==> src/rtl/rsfr_pkg.sv <==
`default_nettype none
// ----------------------------------------------------------------------------
// rsfr_pkg: shared types and constants of the RS-485 frame receiver
// Holds the transaction payload structs, the sequencer states, the control
// and status structs of the serial CRC unit, and the frame constants.
// ----------------------------------------------------------------------------
package rsfr_pkg;

    localparam logic [7:0]  SYNC_BYTE   = 8'hAA;
    localparam logic [15:0] CRC_INIT    = 16'hFFFF;
    localparam logic [15:0] CRC_POLY    = 16'hA001;
    localparam logic [7:0]  FN_LEVEL    = 8'h03;
    localparam logic [7:0]  FN_ECHO_CRC = 8'h10;

    // Frame bytes kept for the reply, and the step values that matter.
    localparam int          FRAME_HEAD  = 6;
    localparam logic [3:0]  STEP_HEAD_END = 4'd5;
    localparam logic [3:0]  STEP_LAST   = 4'd7;
    localparam logic [2:0]  LAST_LEVEL  = 3'd5;
    localparam logic [2:0]  LAST_ECHO   = 3'd7;

    typedef struct packed {
        logic       operation;
        logic [7:0] rx_byte;
    } t_in_item;

    typedef struct packed {
        logic [7:0] reply_byte;
        logic       reply_last;
        logic       level_write;
        logic [7:0] level_value;
    } t_out_item;

    typedef enum logic [1:0] {
        ST_IDLE,
        ST_CRC,
        ST_REPLY
    } t_state;

    typedef struct packed {
        logic       start;
        logic       clear;
        logic [7:0] data;
    } t_crc_ctrl;

    typedef struct packed {
        logic        busy;
        logic        done;
        logic [15:0] crc;
    } t_crc_stat;

endpackage
`default_nettype wire

==> src/rtl/rs485_frame_receiver_crc16_reply.sv <==
`default_nettype none
// ----------------------------------------------------------------------------
// rs485_frame_receiver_crc16_reply: RS-485 frame receiver with CRC-16 reply
// Hunts for the 0xAA 0xAA sync pair, collects an 8-byte frame, checks it
// with CRC-16/MODBUS and streams the reply for function 0x03 or 0x10.
// ----------------------------------------------------------------------------
// Each input transaction carries either a received byte or a bus-idle event.
// A bus-idle event, or a byte that fails the sync check, is absorbed in the
// cycle it is accepted and the block is ready again at once. A byte that
// enters the frame is folded into the CRC by a bit-serial unit, one bit per
// clock; once such a byte is accepted, the input stays stalled while the
// unit shifts it in and then while the sequencer reads the result. When
// the eighth byte completes a good frame with a known function, the
// sequencer then streams 6 (function 0x03) or 8 (function 0x10) reply
// transactions through a single output register, one per cycle while the
// output is not stalled; the input stays stalled until the last reply
// transaction is loaded into that register. Bad CRC or unknown functions
// are dropped silently, and the receiver goes back to hunting after every
// complete frame.
// ----------------------------------------------------------------------------
module rs485_frame_receiver_crc16_reply (
    input  wire                 i_clk,
    input  wire                 i_rst_n,
    input  wire                 i_in_valid,
    output logic                o_in_stall,
    input  rsfr_pkg::t_in_item  i_in_data,
    output logic                o_out_valid,
    input  wire                 i_out_stall,
    output rsfr_pkg::t_out_item o_out_data
);

    rsfr_pkg::t_state    r_state, n_state;
    logic [3:0]          r_step, n_step;
    logic [15:0]         r_crc_head, n_crc_head;
    logic [2:0]          r_idx, n_idx;
    logic [2:0]          r_last, n_last;
    logic                r_fn_level, n_fn_level;
    logic                r_out_valid, n_out_valid;
    rsfr_pkg::t_out_item r_out_data, n_out_data;

    // Frame bytes 0..5; every entry is written before a reply reads it.
    logic [7:0]          r_fs [rsfr_pkg::FRAME_HEAD];
    logic                fs_we;

    rsfr_pkg::t_crc_ctrl crc_ctrl;
    rsfr_pkg::t_crc_stat crc_stat;

    rsfr_crc_unit u_crc (
        .i_clk   (i_clk),
        .i_rst_n (i_rst_n),
        .i_ctrl  (crc_ctrl),
        .o_stat  (crc_stat)
    );

    logic                in_accept;
    logic                out_free;
    rsfr_pkg::t_out_item item;

    assign o_in_stall = (r_state != rsfr_pkg::ST_IDLE);
    assign in_accept  = i_in_valid && !o_in_stall;
    assign out_free   = !r_out_valid || !i_out_stall;

    // Reply item at the current index: head bytes, then the CRC of the head
    // low byte first.
    always_comb begin
        if (r_idx < 3'(rsfr_pkg::FRAME_HEAD)) begin
            item.reply_byte = r_fs[r_idx];
        end else if (r_idx == 3'd6) begin
            item.reply_byte = r_crc_head[7:0];
        end else begin
            item.reply_byte = r_crc_head[15:8];
        end
        item.reply_last  = (r_idx == r_last);
        item.level_write = r_fn_level && (r_idx == 3'd0);
        item.level_value = item.level_write ? r_fs[3] : 8'h00;
    end

    always_comb begin
        n_state     = r_state;
        n_step      = r_step;
        n_crc_head  = r_crc_head;
        n_idx       = r_idx;
        n_last      = r_last;
        n_fn_level  = r_fn_level;
        n_out_valid = r_out_valid;
        n_out_data  = r_out_data;
        fs_we       = 1'b0;
        crc_ctrl    = '0;

        // The output register drains whenever the far side takes it.
        if (r_out_valid && !i_out_stall) begin
            n_out_valid = 1'b0;
        end

        case (r_state)
            rsfr_pkg::ST_IDLE: begin
                if (in_accept) begin
                    if (i_in_data.operation) begin
                        // Bus idle: back to hunting.
                        n_step         = 4'd0;
                        crc_ctrl.clear = 1'b1;
                    end else if (r_step[3] || ((r_step < 4'd2) &&
                                 (i_in_data.rx_byte != rsfr_pkg::SYNC_BYTE))) begin
                        // Lost sync, or a step that cannot occur.
                        n_step         = 4'd0;
                        crc_ctrl.clear = 1'b1;
                    end else begin
                        fs_we          = (r_step < 4'(rsfr_pkg::FRAME_HEAD));
                        crc_ctrl.start = 1'b1;
                        crc_ctrl.data  = i_in_data.rx_byte;
                        n_state        = rsfr_pkg::ST_CRC;
                    end
                end
            end
            rsfr_pkg::ST_CRC: begin
                if (crc_stat.done) begin
                    if (r_step == rsfr_pkg::STEP_HEAD_END) begin
                        n_crc_head = crc_stat.crc;
                    end
                    if (r_step != rsfr_pkg::STEP_LAST) begin
                        n_step  = r_step + 4'd1;
                        n_state = rsfr_pkg::ST_IDLE;
                    end else begin
                        // Frame complete: check residue and function, then hunt.
                        n_step         = 4'd0;
                        crc_ctrl.clear = 1'b1;
                        n_idx          = 3'd0;
                        n_state        = rsfr_pkg::ST_IDLE;
                        if (crc_stat.crc == 16'h0000) begin
                            if (r_fs[2] == rsfr_pkg::FN_LEVEL) begin
                                n_last     = rsfr_pkg::LAST_LEVEL;
                                n_fn_level = 1'b1;
                                n_state    = rsfr_pkg::ST_REPLY;
                            end else if (r_fs[2] == rsfr_pkg::FN_ECHO_CRC) begin
                                n_last     = rsfr_pkg::LAST_ECHO;
                                n_fn_level = 1'b0;
                                n_state    = rsfr_pkg::ST_REPLY;
                            end
                        end
                    end
                end
            end
            rsfr_pkg::ST_REPLY: begin
                if (out_free) begin
                    n_out_valid = 1'b1;
                    n_out_data  = item;
                    n_idx       = r_idx + 3'd1;
                    if (r_idx == r_last) begin
                        n_state = rsfr_pkg::ST_IDLE;
                    end
                end
            end
            default: begin
                n_state = rsfr_pkg::ST_IDLE;
            end
        endcase
    end

    always_ff @(posedge i_clk) begin
        if (!i_rst_n) begin
            r_state     <= rsfr_pkg::ST_IDLE;
            r_step      <= 4'd0;
            r_crc_head  <= 16'h0000;
            r_idx       <= 3'd0;
            r_last      <= 3'd0;
            r_fn_level  <= 1'b0;
            r_out_valid <= 1'b0;
        end else begin
            r_state     <= n_state;
            r_step      <= n_step;
            r_crc_head  <= n_crc_head;
            r_idx       <= n_idx;
            r_last      <= n_last;
            r_fn_level  <= n_fn_level;
            r_out_valid <= n_out_valid;
        end
    end

    always_ff @(posedge i_clk) begin
        r_out_data <= n_out_data;
        if (fs_we) begin
            r_fs[r_step[2:0]] <= i_in_data.rx_byte;
        end
    end

    assign o_out_valid = r_out_valid;
    assign o_out_data  = r_out_data;

    // The CRC unit only reports a finished byte while the sequencer waits.
    a_done_in_crc: assert property (@(posedge i_clk) disable iff (!i_rst_n)
        crc_stat.done |-> (r_state == rsfr_pkg::ST_CRC))
        else $error("CRC done outside the CRC wait state");

    // A byte that is not a sync byte during the hunt leaves the receiver hunting.
    a_sync_loss: assert property (@(posedge i_clk) disable iff (!i_rst_n)
        (in_accept && !i_in_data.operation && (r_step < 4'd2) &&
         (i_in_data.rx_byte != rsfr_pkg::SYNC_BYTE))
        |=> (r_step == 4'd0) && (r_state == rsfr_pkg::ST_IDLE))
        else $error("receiver did not return to hunting after a bad sync byte");

    // The reply index never runs past the last byte of the reply.
    a_idx_range: assert property (@(posedge i_clk) disable iff (!i_rst_n)
        (r_state == rsfr_pkg::ST_REPLY) |-> (r_idx <= r_last))
        else $error("reply index beyond the end of the reply");

    // The level flag rides on the first reply byte, which is a sync byte.
    a_level_first: assert property (@(posedge i_clk) disable iff (!i_rst_n)
        (r_out_valid && r_out_data.level_write)
        |-> (r_out_data.reply_byte == rsfr_pkg::SYNC_BYTE))
        else $error("level write on a byte other than the first sync byte");

    // The CRC unit is idle whenever the receiver takes a transaction.
    a_crc_idle_on_accept: assert property (@(posedge i_clk) disable iff (!i_rst_n)
        in_accept |-> !crc_stat.busy)
        else $error("transaction accepted while the CRC unit is busy");

endmodule
`default_nettype wire

==> src/rtl/rsfr_crc_unit.sv <==
`default_nettype none
// ----------------------------------------------------------------------------
// rsfr_crc_unit: bit-serial CRC-16/MODBUS engine
// Folds one byte into the running CRC, one bit per clock, and pulses done
// when the new value is in place; clear reloads the initial value.
// ----------------------------------------------------------------------------
module rsfr_crc_unit (
    input  wire                 i_clk,
    input  wire                 i_rst_n,
    input  rsfr_pkg::t_crc_ctrl i_ctrl,
    output rsfr_pkg::t_crc_stat o_stat
);

    logic [15:0] r_crc, n_crc;
    logic [2:0]  r_cnt, n_cnt;
    logic        r_busy, n_busy;
    logic        r_done, n_done;

    always_comb begin
        n_crc  = r_crc;
        n_cnt  = r_cnt;
        n_busy = r_busy;
        n_done = 1'b0;
        if (i_ctrl.clear) begin
            n_crc = rsfr_pkg::CRC_INIT;
        end else if (i_ctrl.start) begin
            n_crc  = r_crc ^ {8'h00, i_ctrl.data};
            n_cnt  = 3'd0;
            n_busy = 1'b1;
        end else if (r_busy) begin
            // One shift of the reflected polynomial division.
            n_crc = {1'b0, r_crc[15:1]} ^ (r_crc[0] ? rsfr_pkg::CRC_POLY : 16'h0000);
            n_cnt = r_cnt + 3'd1;
            if (r_cnt == 3'd7) begin
                n_busy = 1'b0;
                n_done = 1'b1;
            end
        end
    end

    always_ff @(posedge i_clk) begin
        if (!i_rst_n) begin
            r_crc  <= rsfr_pkg::CRC_INIT;
            r_cnt  <= 3'd0;
            r_busy <= 1'b0;
            r_done <= 1'b0;
        end else begin
            r_crc  <= n_crc;
            r_cnt  <= n_cnt;
            r_busy <= n_busy;
            r_done <= n_done;
        end
    end

    assign o_stat.busy = r_busy;
    assign o_stat.done = r_done;
    assign o_stat.crc  = r_crc;

endmodule
`default_nettype wire
==> config.mk <==
export PLATFORM = sky130hd
export DESIGN_NAME = rs485_frame_receiver_crc16_reply
export DESIGN_NICKNAME = d
export VERILOG_FILES = /design/src/rtl/rsfr_pkg.sv /design/src/rtl/rs485_frame_receiver_crc16_reply.sv /design/src/rtl/rsfr_crc_unit.sv
export SDC_FILE = /design/constraint.sdc
export NUM_CORES = 1
export LEC_CHECK = 0
export ABC_AREA = 0
export ABC_CLOCK_PERIOD_IN_PS = 5150
export BUFFER_PORTS_ARGS = -buffer_cell sky130_fd_sc_hd__buf_2
export CAP_MARGIN = 20
export CORE_AREA = 2 2 125 127
export DETAILED_ROUTE_END_ITERATION = 8
export DIE_AREA = 0 0 127 129
export MAX_ROUTING_LAYER = met4
export PLACE_DENSITY_LB_ADDON = 0.08
export RECOVER_POWER = 100
export SYNTH_ARGS = -nofsm -noshare
export SYNTH_HDL_FRONTEND = slang
export SYNTH_HIERARCHICAL = 1
export SYNTH_SLANG_ARGS = --single-unit
==> constraint.sdc <==
create_clock -name i_clk -period 5.15 [get_ports i_clk]
set_input_delay 1.2875 -clock i_clk [delete_from_list [all_inputs] [get_ports i_clk]]
set_output_delay 1.2875 -clock i_clk [all_outputs]
set_load 0.02 [all_outputs]
==> impl_summary.md, run 1 <==
STA
The worst-case hold slack is 0.454 ns. For the pin with the worst max-slew slack, the measured transition is about 1.6 ns. Setup violations remaining at the end of the flow were counted as 0. The final clock skew is ~0.011 ns. Setup slack closes at about 1.1 ns. Static timing analysis puts the maximum clock frequency at ~0.25 GHz. The total count of hold-check failures in the final report is 0. Of the available clock period, the critical path in the final layout requires slightly below 80%.

The number of max-slew violations in the final report is 9. The setup TNS after final layout is 0 ns. Setup repair after global routing left no endpoint under its margin. Headroom to the max-slew limit came out at -6.10%. The minimum clock period after layout is 4.02 ns.

Global routing
The total overflow reported by the global router is 0. The initial antenna violation count is 0. Entering global routing, the biggest net connects 37 pins. The first global-routing pass estimated around 19000 microns of wire. Global routing consumed, over all layers together, 16.6% of the routing resources. The via count of the first global-routing pass is 3440.

Die
33 I/O pins were placed. The die area is roughly 16000 sq um. The die is about 130 microns tall. The initial core utilization is between 30% and 40%. The floorplan step set the die width to ~130 microns. The core box area is about 15000 sq um.

The cell row count is 45.

Clocking
For the worst-skew pair, the clock arrives at the later sink with an insertion delay of slightly above 0.4 ns. The number of sinks handled by clock tree synthesis is around 120. The CTS buffer count is 17.

The number of levels the H-tree was split into is 4. The clock root buffer is sky130_fd_sc_hd__clkbuf_16. The total of hold buffers inserted after clock tree synthesis is 0. The quantity of gates resized following cts is 0. The buffer count from post-CTS setup fixing is 0. TritonCTS built the clock tree. The maximum clock insertion buffer count is 2. After clock tree synthesis, the clock-pin slew on the worst setup and hold paths is ~0.050 ns.

Routing
The number of search-and-repair iterations in the first detailed-routing pass is 4. After detailed routing, the number of remaining DRC violations is 0. The sum of routed wire length over all layers is ~12000 microns. The count of nets left with antenna violations once routing finished came out at 0.

The detailed-route wire length per cell is roughly 18 microns. The routed via count divided by cell count is about 5.1. After the first detailed-routing iteration, the DRC count stood at 224. The number of vias in the routed layout is about 3500.

Layout
The antenna cell count is 0. The filler cell count is approximately 1500. The synthesis-to-finish area growth is 15.9%.

Summing all multi-input logic gate instances after layout gives just under 2000 sq um. The final layout contains around 500 nets. The core occupancy in the finished layout is roughly two fifths. The library cells used most frequently in the layout, excluding fill and tap cells, are sky130_fd_sc_hd__edfxtp_1 (66), sky130_fd_sc_hd__nand2_1 (64), sky130_fd_sc_hd__dfxtp_1 (53), sky130_fd_sc_hd__clkbuf_1 (34), sky130_fd_sc_hd__o21ai_0 (27). The leading cell type in the layout, fill and taps excluded is sky130_fd_sc_hd__edfxtp_1. The register area is a little over 3000 sq um. The fraction of layout cells with a size suffix above 1 is 9.67%.

Critical path
The worst path arrival time is approximately 4 ns. On the critical path the largest part of the delay comes from simple AND/OR/NAND/NOR gates. The signal on the critical path passes through clkbuf_1 > or4bb_1 > o21ba_1 > nor4_1 > nor4b_1. The path length in cells of the critical path is 5. The number of buffer and inverter instances along the worst setup path is 1. The worst endpoint required time is a little over 5 ns. The slowest stage cell on the critical path is sky130_fd_sc_hd__nor4b_1.

The worst register-to-register path has a depth of 4. The worst setup path is captured at a flip-flop. The type of the worst setup path is input port to flip-flop.

On the worst path, the slowest cell contributes a delay of approximately 1.3 ns. The type of element launching the critical path is an input port. The largest driver fanout on the critical path is 8.

Yosys
Counting every instance in the synthesized netlist gives ~440. In this run the mean area of a mapped cell was 11.7 sq um. The number of warning messages in the yosys log is 6. The area of the mapped netlist is ~5200 sq um.

The synthesized netlist net count is between 400 and 500.

Place
During placement, the flow inserted port buffers numbering 32. The final weighted congestion of routability-driven global placement is ~0.86. Detailed placement finished with a half-perimeter wire length of ~8500 microns. Before CTS, the worst setup slack after placement is ~1.4 ns.

Hold path
The min-delay analysis places its worst path in the category flip-flop to flip-flop. The worst hold path was traced through 2 stages.

Flow run
The total of max-cap violations is 1.

Power and ir drop
The leakage component of the power is between 1.5 and 2 nW. The worst-case IR drop observed on VDD is 0.204 mV. The total power divided by cell area is roughly 370 nW/um^2.

Status
The flow ran to the end, but the final reports show violations. The checks that failed: max-capacitance violations, max-slew violations.
==> sequential cells by signal, indices dropped and copies added (netlist names), named ones only <==
| signal | flops |
|---|---|
| r_state | 2 |
| u_crc/r_done | 1 |
| u_crc/r_cnt | 3 |
| u_crc/r_busy | 1 |
| r_crc_head | 16 |
| o_out_valid | 1 |
| o_out_data | 18 |
| r_idx | 3 |
| r_fn_level | 1 |
| r_fs | 48 |
| u_crc/r_crc | 16 |
| r_last | 2 |
| r_step | 4 |
==> worst reg2reg max path, cell delays in order (launching register included) <==
cell and delay (ns):
sky130_fd_sc_hd__dfxtp_1 0.55, sky130_fd_sc_hd__or2_2 0.20, sky130_fd_sc_hd__o21ba_1 0.19, sky130_fd_sc_hd__nor4_1 0.31, sky130_fd_sc_hd__nor4b_1 1.28
==> area by class of cell <==
class                   instances  area share, %
flip-flops and latches        119           50.9
well taps                     188           3.94
clock buffers                  20           7.31
multi-input cells             290           32.2
clock inverters                12           2.64
repair buffers                 35           2.32
inverters                      10          0.628
==> metal layers <==
metal	global-route usage, %	wire length [microns]
met5	-	0
met2	25.0	5820
met4	6.53	172
met1	21.3	5870
met3	4.45	422
==> where the power goes <==
part | leakage (nW) | switching (W) | total [W] | internal [W]
sequential | 1.02 | 0.0000000705 | 0.00100 | 0.00100
clock | 0.288 | 0.000401 | 0.00120 | 0.000798
combinational | 0.644 | 0.0000209 | 0.0000272 | 0.00000629
total | 1.95 | 0.000422 | 0.00223 | 0.00180
==> path summary, 6_finish.rpt <==
check                start            end  slack [ns]
max           i_in_data[3]     r_fs[2][6]        1.13
min          r_crc_head[4]  r_crc_head[4]        0.45
max reg2reg      r_step[2]     r_fs[2][6]        2.21
min reg2reg  r_crc_head[4]  r_crc_head[4]        0.45
==> through the flow <==
stage / std cells / total power [W] / instance area [sq um]
5_1_grt: 674 / 0.00229 / 5980
3_5_place_dp: 641 / 0.00105 / 5440
2_1_floorplan: 442 / 0.00103 / 5160
3_3_place_gp: 641 / 0.00105 / 5440
6_report: 674 / 0.00223 / 5980
4_1_cts: 673 / 0.00226 / 6040
Note: power is estimated with default switching activity, not from simulation.
==> run 2: changes to the inputs <==
- ABC_AREA: 0 -> 1
- ABC_CLOCK_PERIOD_IN_PS: 5150 -> 3350
- CORE_AREA: 2 2 125 127 -> 2 2 126 128
- DIE_AREA: 0 0 127 129 -> 0 0 128 130
- clock period: 5.15 -> 3.35 ns (I/O delays scaled with it)
==> run 2 against run 1 <==
  * The run now ends clean
  * Cell count is 21% higher
  * Area after synthesis is 2.4% higher
  * Via count is 13% higher
  * Combinational power grew to 33 times the previous value
  * Total power is 110% higher
  * Sequential power is 91% higher
  * Final area is 2.8% higher
  * Hold slack better by 0.0021 ns
  * Global-route usage is 0.36 points higher
  * Largest cell class unchanged
  * Largest power group unchanged
  * Highest routed layer unchanged
==> impl_summary.md, run 2 <==
Status
The run finished with clean final reports.

Critical path
The family with the most delay on the worst path is simple AND/OR/NAND/NOR gates. The worst path arrival time is 2.88 ns (-1.15 ns). The capturing element type of the critical path is a flip-flop.

The type of element launching the critical path is an input port. The worst endpoint required time is 3.43 ns (-1.73 ns). The source of the critical timing path is i_in_data[5]. The slack of the worst reg-to-reg path is 0.79 ns (-1.42 ns). The path length in cells of the critical path came to 10 (+5). The dominant cell type by count on the critical path is sky130_fd_sc_hd__nand2_1. The largest driver fanout on the critical path is 12 (+4). The signal on the critical path passes through clkbuf_1 > nand2_1 > nor2_1 > nand2_1 > nand2_1 > nand3_1 > inv_4 > nand2_1 > nor3_2 > clkbuf_2. The number of buffer and inverter instances along the worst setup path is 3 (+2). The worst-case reg-to-reg path depth is 10 (+6). The startpoint identified for the worst register-to-register timing path is r_step[1]. The highest cell delay on the worst timing path is 0.41 ns (-0.87 ns).

Following the worst setup path forward leads to its endpoint at r_fs[3][4]. The largest individual stage delay along the critical path comes from the cell sky130_fd_sc_hd__nand3_1. The type of the worst setup path is input port to flip-flop. The terminus of the critical flop-to-flop path is u_crc/r_cnt[2].

STA
The worst-case hold slack is 0.457 ns (+0.00213 ns). Setup repair after global routing left no endpoint under its margin. The final critical path takes up between 80% and 90% of the cycle. The setup TNS after final layout is 0 ns (unchanged). The total count of hold-check failures in the final report is 0 (unchanged). The number of max-slew violations in the final report is 0 (-9). The minimum clock period after layout is around 2.8 ns. The final clock skew is 0.0176 ns (+0.00681 ns).

The total setup violations reported at the end of the flow is 0 (unchanged). The worst-case headroom to the max-slew limit is 19.1% (+25 points). The maximum achievable frequency is 0.357 GHz. The pin slew with the least headroom to its limit is 1.21 ns (-0.356 ns).

Flow run
The total of max-cap violations is 0 (-1).

Place
The HPWL reported at the end of detailed placement is 8970 microns (+5.9%). The final weighted congestion of routability-driven global placement is 0.810 (-5.5%). The port buffer count is 32 (unchanged).

Global routing
The total overflow reported by the global router came to 0 (unchanged). The met2 track demand over resource was 26.1% (+1.2 points). The met1 demand-to-capacity share in global routing is 21.3% (-0.050 points). The busiest layer in global routing is met2. The total global-route track usage is 16.9% (+0.36 points). The via count of the first global-routing pass is 3871 (+13%).

The pin count of the biggest net entering global routing is 28 (-24%). The met3 routing resource usage after global routing is 4.02% (-0.43 points). The wire length of the first global-routing pass is 20400 microns (+5.7%). The initial antenna violation count is 0 (unchanged).

Yosys
The synthesized netlist net count is 589 (+27%). The area of the mapped netlist is 5280 sq um (+2.4%). The synthesized area per cell was 9.28 sq um (-20%). The number of cells produced by synthesis is 569 (+29%). The number of warning messages in the yosys log is 6 (unchanged).

Clocking
The quantity of gates resized following cts is 0 (unchanged). The maximum clock insertion buffer count came to 2 (unchanged). The insertion delay to the later sink of the worst-skew pair is 0.42 ns (about the same). The number of sinks handled by clock tree synthesis is 119 (unchanged). The TritonCTS clock tree is built. The total of hold buffers inserted after clock tree synthesis is 0 (unchanged). The buffer count from post-CTS setup fixing is 0 (unchanged). The CTS buffer count is 17 (unchanged).

The number of levels the H-tree was split into came to 4 (unchanged). The clock-pin slew on the worst setup and hold paths is 0.05 ns (about the same). The clock root buffer is sky130_fd_sc_hd__clkbuf_16.

Layout
The synthesis-to-finish area growth is 16.4%. The register area is 3040 sq um (unchanged). The fraction of layout cells with a size suffix above 1 was 9.82% (+0.15 points). The total number of nets in the final design is 628 (+27%). The leading cell type in the layout, fill and taps excluded is sky130_fd_sc_hd__nor2_1.

The number of flip-flops under the largest register name is 48 (unchanged). Leaving out fill and tap cells, the most frequent cells in the layout are sky130_fd_sc_hd__nor2_1 (96), sky130_fd_sc_hd__nand2_1 (94), sky130_fd_sc_hd__edfxtp_1 (66), sky130_fd_sc_hd__dfxtp_1 (53), sky130_fd_sc_hd__inv_1 (52). The antenna cell count is 0 (unchanged).

The area of the multi-input gates is 1840 sq um (-4.7%). The filler cell count is 1580 (+7.7%).

Die
The floorplan die width was 128 microns (+0.79%). The overall die height is 130 microns (+0.78%). The number of top-level pins came to 33 (unchanged). The initial core utilization is 34.2% (-0.20 points). The core box area was 15400 sq um (+3.0%). The cell row count is 46 (+2.2%). The die area is 16600 sq um (+1.6%).

Routing
The remaining design rule violation count is 0 (unchanged). The detailed-route wire length per cell came to 15.8 microns (-13%). The number of search-and-repair iterations in the first detailed-routing pass is 5 (+1). The initial detailed-routing violation count is 240 (+7.1%). The routed via count divided by cell count came to 4.81 (-6.3%).

The number of vias in the routed layout is 3914 (+13%). The sum of routed wire length over all layers is 12900 microns (+4.6%). The post-route antenna net violation count is 0 (unchanged).

Power and ir drop
The worst-case vdd ir drop came to 0.369 mV (+81%). The total power divided by cell area came to 770 nW/um^2 (+110%). The leakage component of the power is 2.27 nW (+17%).

Hold path
The path class of the tightest hold or removal check is flip-flop to flip-flop.
[run 2: changes by cell type in the layout (fill, tap and decap cells not counted), moves of 13 or more]
cell                      change
sky130_fd_sc_hd__a21oi_1     +18
sky130_fd_sc_hd__inv_1       +43
sky130_fd_sc_hd__mux2i_1     -21
sky130_fd_sc_hd__nand2_1     +30
sky130_fd_sc_hd__nand3_1     +13
sky130_fd_sc_hd__nor2_1      +87
sky130_fd_sc_hd__o21ai_0     +16
[run 2: per-layer routing]
layer	up-vias	wire, microns	share of wire, %
li1	2001	-	-
met1	1826	6220	48
met2	69	6000	47
met3	18	392	3.0
met4	0	243	1.9
met5	-	0	0
[run 2: worst min path at each step]
stage	from	to	slack [ns]	depth (start not counted)
floorplan	r_crc_head[4]	r_crc_head[4]	0.43	2
CTS	r_crc_head[0]	r_crc_head[0]	0.46	2
finish	r_crc_head[3]	r_crc_head[3]	0.46	2
detailed placement	r_crc_head[0]	r_crc_head[0]	0.45	2
global route	r_last[0]	r_last[0]	0.49	2
global placement	r_crc_head[0]	r_crc_head[0]	0.45	2
[run 2: report_power, final]
part / total, W / switching [W] / internal (W)
registers: 0.00191 / 0.000179 / 0.00174
clock network: 0.00193 / 0.000651 / 0.00128
logic: 0.000887 / 0.000626 / 0.000261
total: 0.00473 / 0.00146 / 0.00327
[run 2: final cells by class]
class / count / area share [%]
clock buffers: 19 / 7.37
repair buffers: 40 / 2.87
flip-flops and latches: 119 / 49.5
inverters: 57 / 3.56
well taps: 192 / 3.91
clock inverters: 13 / 2.89
multi-input cells: 373 / 29.9
[run 2: worst register-to-register path: stages, from the launching register on]
cell and delay, ns:
sky130_fd_sc_hd__dfxtp_1 0.56, sky130_fd_sc_hd__ha_1 0.25, sky130_fd_sc_hd__nand2_1 0.07, sky130_fd_sc_hd__nor2_1 0.29, sky130_fd_sc_hd__nand3_1 0.18, sky130_fd_sc_hd__nand2_1 0.16
sky130_fd_sc_hd__inv_1 0.08, sky130_fd_sc_hd__nand2_1 0.30, sky130_fd_sc_hd__clkinv_1 0.36, sky130_fd_sc_hd__nand3_2 0.15, sky130_fd_sc_hd__nand2_1 0.05
[run 2: per-stage QoR]
step / total power (W) / util [%] / area [sq um] / instances / setup slack, ns
2_1_floorplan: 0.00260 / - / 5280 / 569 / 1.14
3_3_place_gp: 0.00289 / 36.4 / 5610 / 781 / 0.642
3_5_place_dp: 0.00289 / 36.4 / 5610 / 781 / 0.648
4_1_cts: 0.00483 / 40.5 / 6240 / 813 / 0.852
5_1_grt: 0.00496 / 39.8 / 6140 / 813 / 0.301
6_report: 0.00473 / 39.8 / 6140 / 813 / 0.551
==> run 3: changes to the inputs <==
- ABC_AREA: 1 -> 0
- ABC_CLOCK_PERIOD_IN_PS: 3350 -> 2300
- CORE_AREA: 2 2 126 128 -> 2 2 125 127
- DIE_AREA: 0 0 128 130 -> 0 0 127 129
- clock period: 3.35 -> 2.3 ns (I/O delays scaled with it)
==> run 3 against run 2 <==
  * Clock skew shrank 0.0058 ns
  * Routed wire length fell by 2.2%
  * Cell count fell by 14%
  * Total power rose by 2.2%
  * Register-to-register slack lost 0.56 ns
  * Count of clock-buffer cells in the layout unchanged
  * First-iteration DRC count fell by 9.2%
  * Clock power up 31%
  * Core utilization rose by 1.7 points
  * Via count down 8.3%
  * Highest routed layer unchanged
==> impl_summary.md, run 3 (same netlist as run 1, synthesis figures left out) <==
Routing
The number of search-and-repair iterations in the first detailed-routing pass is 5 (unchanged). The initial detailed-routing violation count was 218 (-9.2%). The post-route antenna net violation count is 0 (unchanged). The detailed-route wire length per cell is 17.9 microns (+13%). The number of vias in the routed layout is 3589 (-8.3%).

The routed via count divided by cell count is 5.12 (+6.3%). The remaining design rule violation count is 0 (unchanged). The sum of routed wire length over all layers came to 12600 microns (-2.2%).

Clocking
The number of sinks handled by clock tree synthesis is 119 (unchanged). The number of levels the H-tree was split into is 4 (unchanged). The clock-pin slew on the worst setup and hold paths is 0.05 ns (about the same).

The insertion delay to the later sink of the worst-skew pair was 0.41 ns (about the same). The clock root buffer is sky130_fd_sc_hd__clkbuf_16. The CTS buffer count is 17 (unchanged).

The maximum clock insertion buffer count came to 2 (unchanged). The TritonCTS clock tree is built.

Global routing
The wire length of the first global-routing pass is 19800 microns (-2.8%). The via count of the first global-routing pass is 3526 (-8.9%). The initial antenna violation count is 0 (unchanged). The total global-route track usage is 16.7% (-0.27 points). The total overflow reported by the global router is 0 (unchanged). The pin count of the biggest net entering global routing was 28 (unchanged).

Die
The number of top-level pins is 33 (unchanged). The cell row count is 45 (-2.2%). The core box area is 15000 sq um (-2.9%). The initial core utilization was 34.4% (+0.20 points). The floorplan die width is 127 microns (-0.78%). The die area came to 16400 sq um (-1.5%). The overall die height was 129 microns (-0.77%).

Critical path
Traced cell by cell, the critical path runs through clkbuf_1 > or4bb_4 > o21ba_2 > nor4_4 > buf_4 > and4bb_1 > buf_12. The worst setup path is captured at a flip-flop. The highest cell delay on the worst timing path is 0.56 ns (+0.15 ns). The worst path arrival time is 2.32 ns (-0.56 ns).

STA classifies the critical path startpoint as an input port. The worst endpoint required time was 2.42 ns (-1.01 ns). The worst setup path is of the input port to flip-flop kind.

The slowest stage cell on the critical path is sky130_fd_sc_hd__or4bb_4. The largest driver fanout on the critical path is 8 (-4).

Layout
The antenna cell count came to 0 (unchanged). The area of the multi-input gates is 1970 sq um (+7.4%). The top cell types in the final layout, fill and taps aside, are sky130_fd_sc_hd__edfxtp_1 (66), sky130_fd_sc_hd__nand2_1 (64), sky130_fd_sc_hd__dfxtp_1 (53), sky130_fd_sc_hd__clkbuf_1 (37), sky130_fd_sc_hd__a21oi_1 (24). From synthesis to final layout, the design area changed by 20.6%. The total number of nets in the final design is 520 (-17%). The core occupancy in the finished layout is 41.5% (+1.7 points). The leading cell type in the layout, fill and taps excluded is sky130_fd_sc_hd__edfxtp_1.

The number of flip-flops under the largest register name is 48 (unchanged). The filler cell count was 1466 (-7.2%). The register area is 3040 sq um (unchanged). The fraction of layout cells with a size suffix above 1 is 16.2% (+6.4 points).

STA
The worst-case headroom to the max-slew limit is 58.0% (+39 points). The final worst-path cycle share is a little over nine tenths. The maximum achievable frequency is 0.456 GHz. The final clock skew came to 0.0118 ns (-0.00583 ns). The pin slew with the least headroom to its limit is 0.615 ns (-0.598 ns). The setup TNS after final layout is 0 ns (unchanged). The clock period could shrink to roughly 2.2 ns.

The worst-case hold slack came to 0.401 ns (-0.0555 ns). Setup repair after global routing left no endpoint under its margin. The number of max-slew violations in the final report is 0 (unchanged). The total setup violations reported at the end of the flow was 0 (unchanged). The total count of hold-check failures in the final report is 0 (unchanged).

Power and ir drop
The worst-case vdd ir drop is 0.454 mV (+23%). The total power divided by cell area is 778 nW/um^2 (+1.0%). The leakage component of the power is 2.06 nW (-9.2%).

Place
The final weighted congestion of routability-driven global placement came to 0.812 (+0.26%). The HPWL reported at the end of detailed placement is 8840 microns (-1.5%). The port buffer count was 32 (unchanged).

Hold path
The path class of the lowest-slack min-delay path is input port to flip-flop.

Flow run
The total of max-cap violations is 0 (unchanged).

Status
The run finished with clean final reports.
[run 3: area by class of cell]
class	count	area share (%)
Sequential cell	119	49.0
Clock buffer	19	6.96
Tap cell	188	3.78
Timing Repair Buffer	62	5.86
Inverter	10	0.604
Clock inverter	13	2.11
Multi-Input combinational cell	290	31.7
[run 3: worst paths after layout]
check / slack [ns] / endpoint / depth (start not counted) / startpoint
worst max register to register: 0.23 / u_crc/r_done / 7 / r_step[1]
worst max-delay path: 0.11 / r_fs[1][0] / 7 / i_in_data[4]
worst min-delay path: 0.40 / r_fs[2][6] / 1 / i_in_data[6]
worst min register to register: 0.45 / r_crc_head[0] / 2 / r_crc_head[0]
[run 3: power by group]
part	switching (W)	internal, W	total, W
clock network	0.000938	0.00158	0.00252
logic	0.0000520	0.0000238	0.0000757
registers	0.000000163	0.00224	0.00224
total	0.000991	0.00384	0.00483
[run 3: routing by layer]
layer | wire, microns | vias to the layer above | GRT usage [%]
met1 | 6070 | 1753 | 21.6
met2 | 5920 | 85 | 25.4
met3 | 432 | 12 | 4.07
met4 | 150 | 0 | 6.08
met5 | 0 | - | -
li1 | - | 1739 | -
[run 3: per-stage QoR]
stage	power, W	cells	setup WS, ns	cell area (sq um)
final	0.00483	701	0.108	6220
after global routing	0.00499	701	0.00989	6220
after CTS	0.00490	700	0.0280	6280
after detailed placement	0.00236	668	-0.393	5710
after global placement	0.00236	668	-0.340	5710
after floorplan	0.00231	442	-0.169	5170
[run 3: worst max-delay path: cells and delay by family]
kind	cells	cell delay (ns)
buffers and inverters	3	0.45
AOI/OAI and AO/OA	1	0.27
and+or+nand+nor	3	1.02
[run 3: repair_timing]
item | 4_1_cts | 5_1_grt
hold buffers | 0 | 0
gates resized for setup | 0 | 5
endpoints found under the setup margin | 0 | 30
hold endpoints to repair | 0 | 0
buffers inserted | 0 | 0
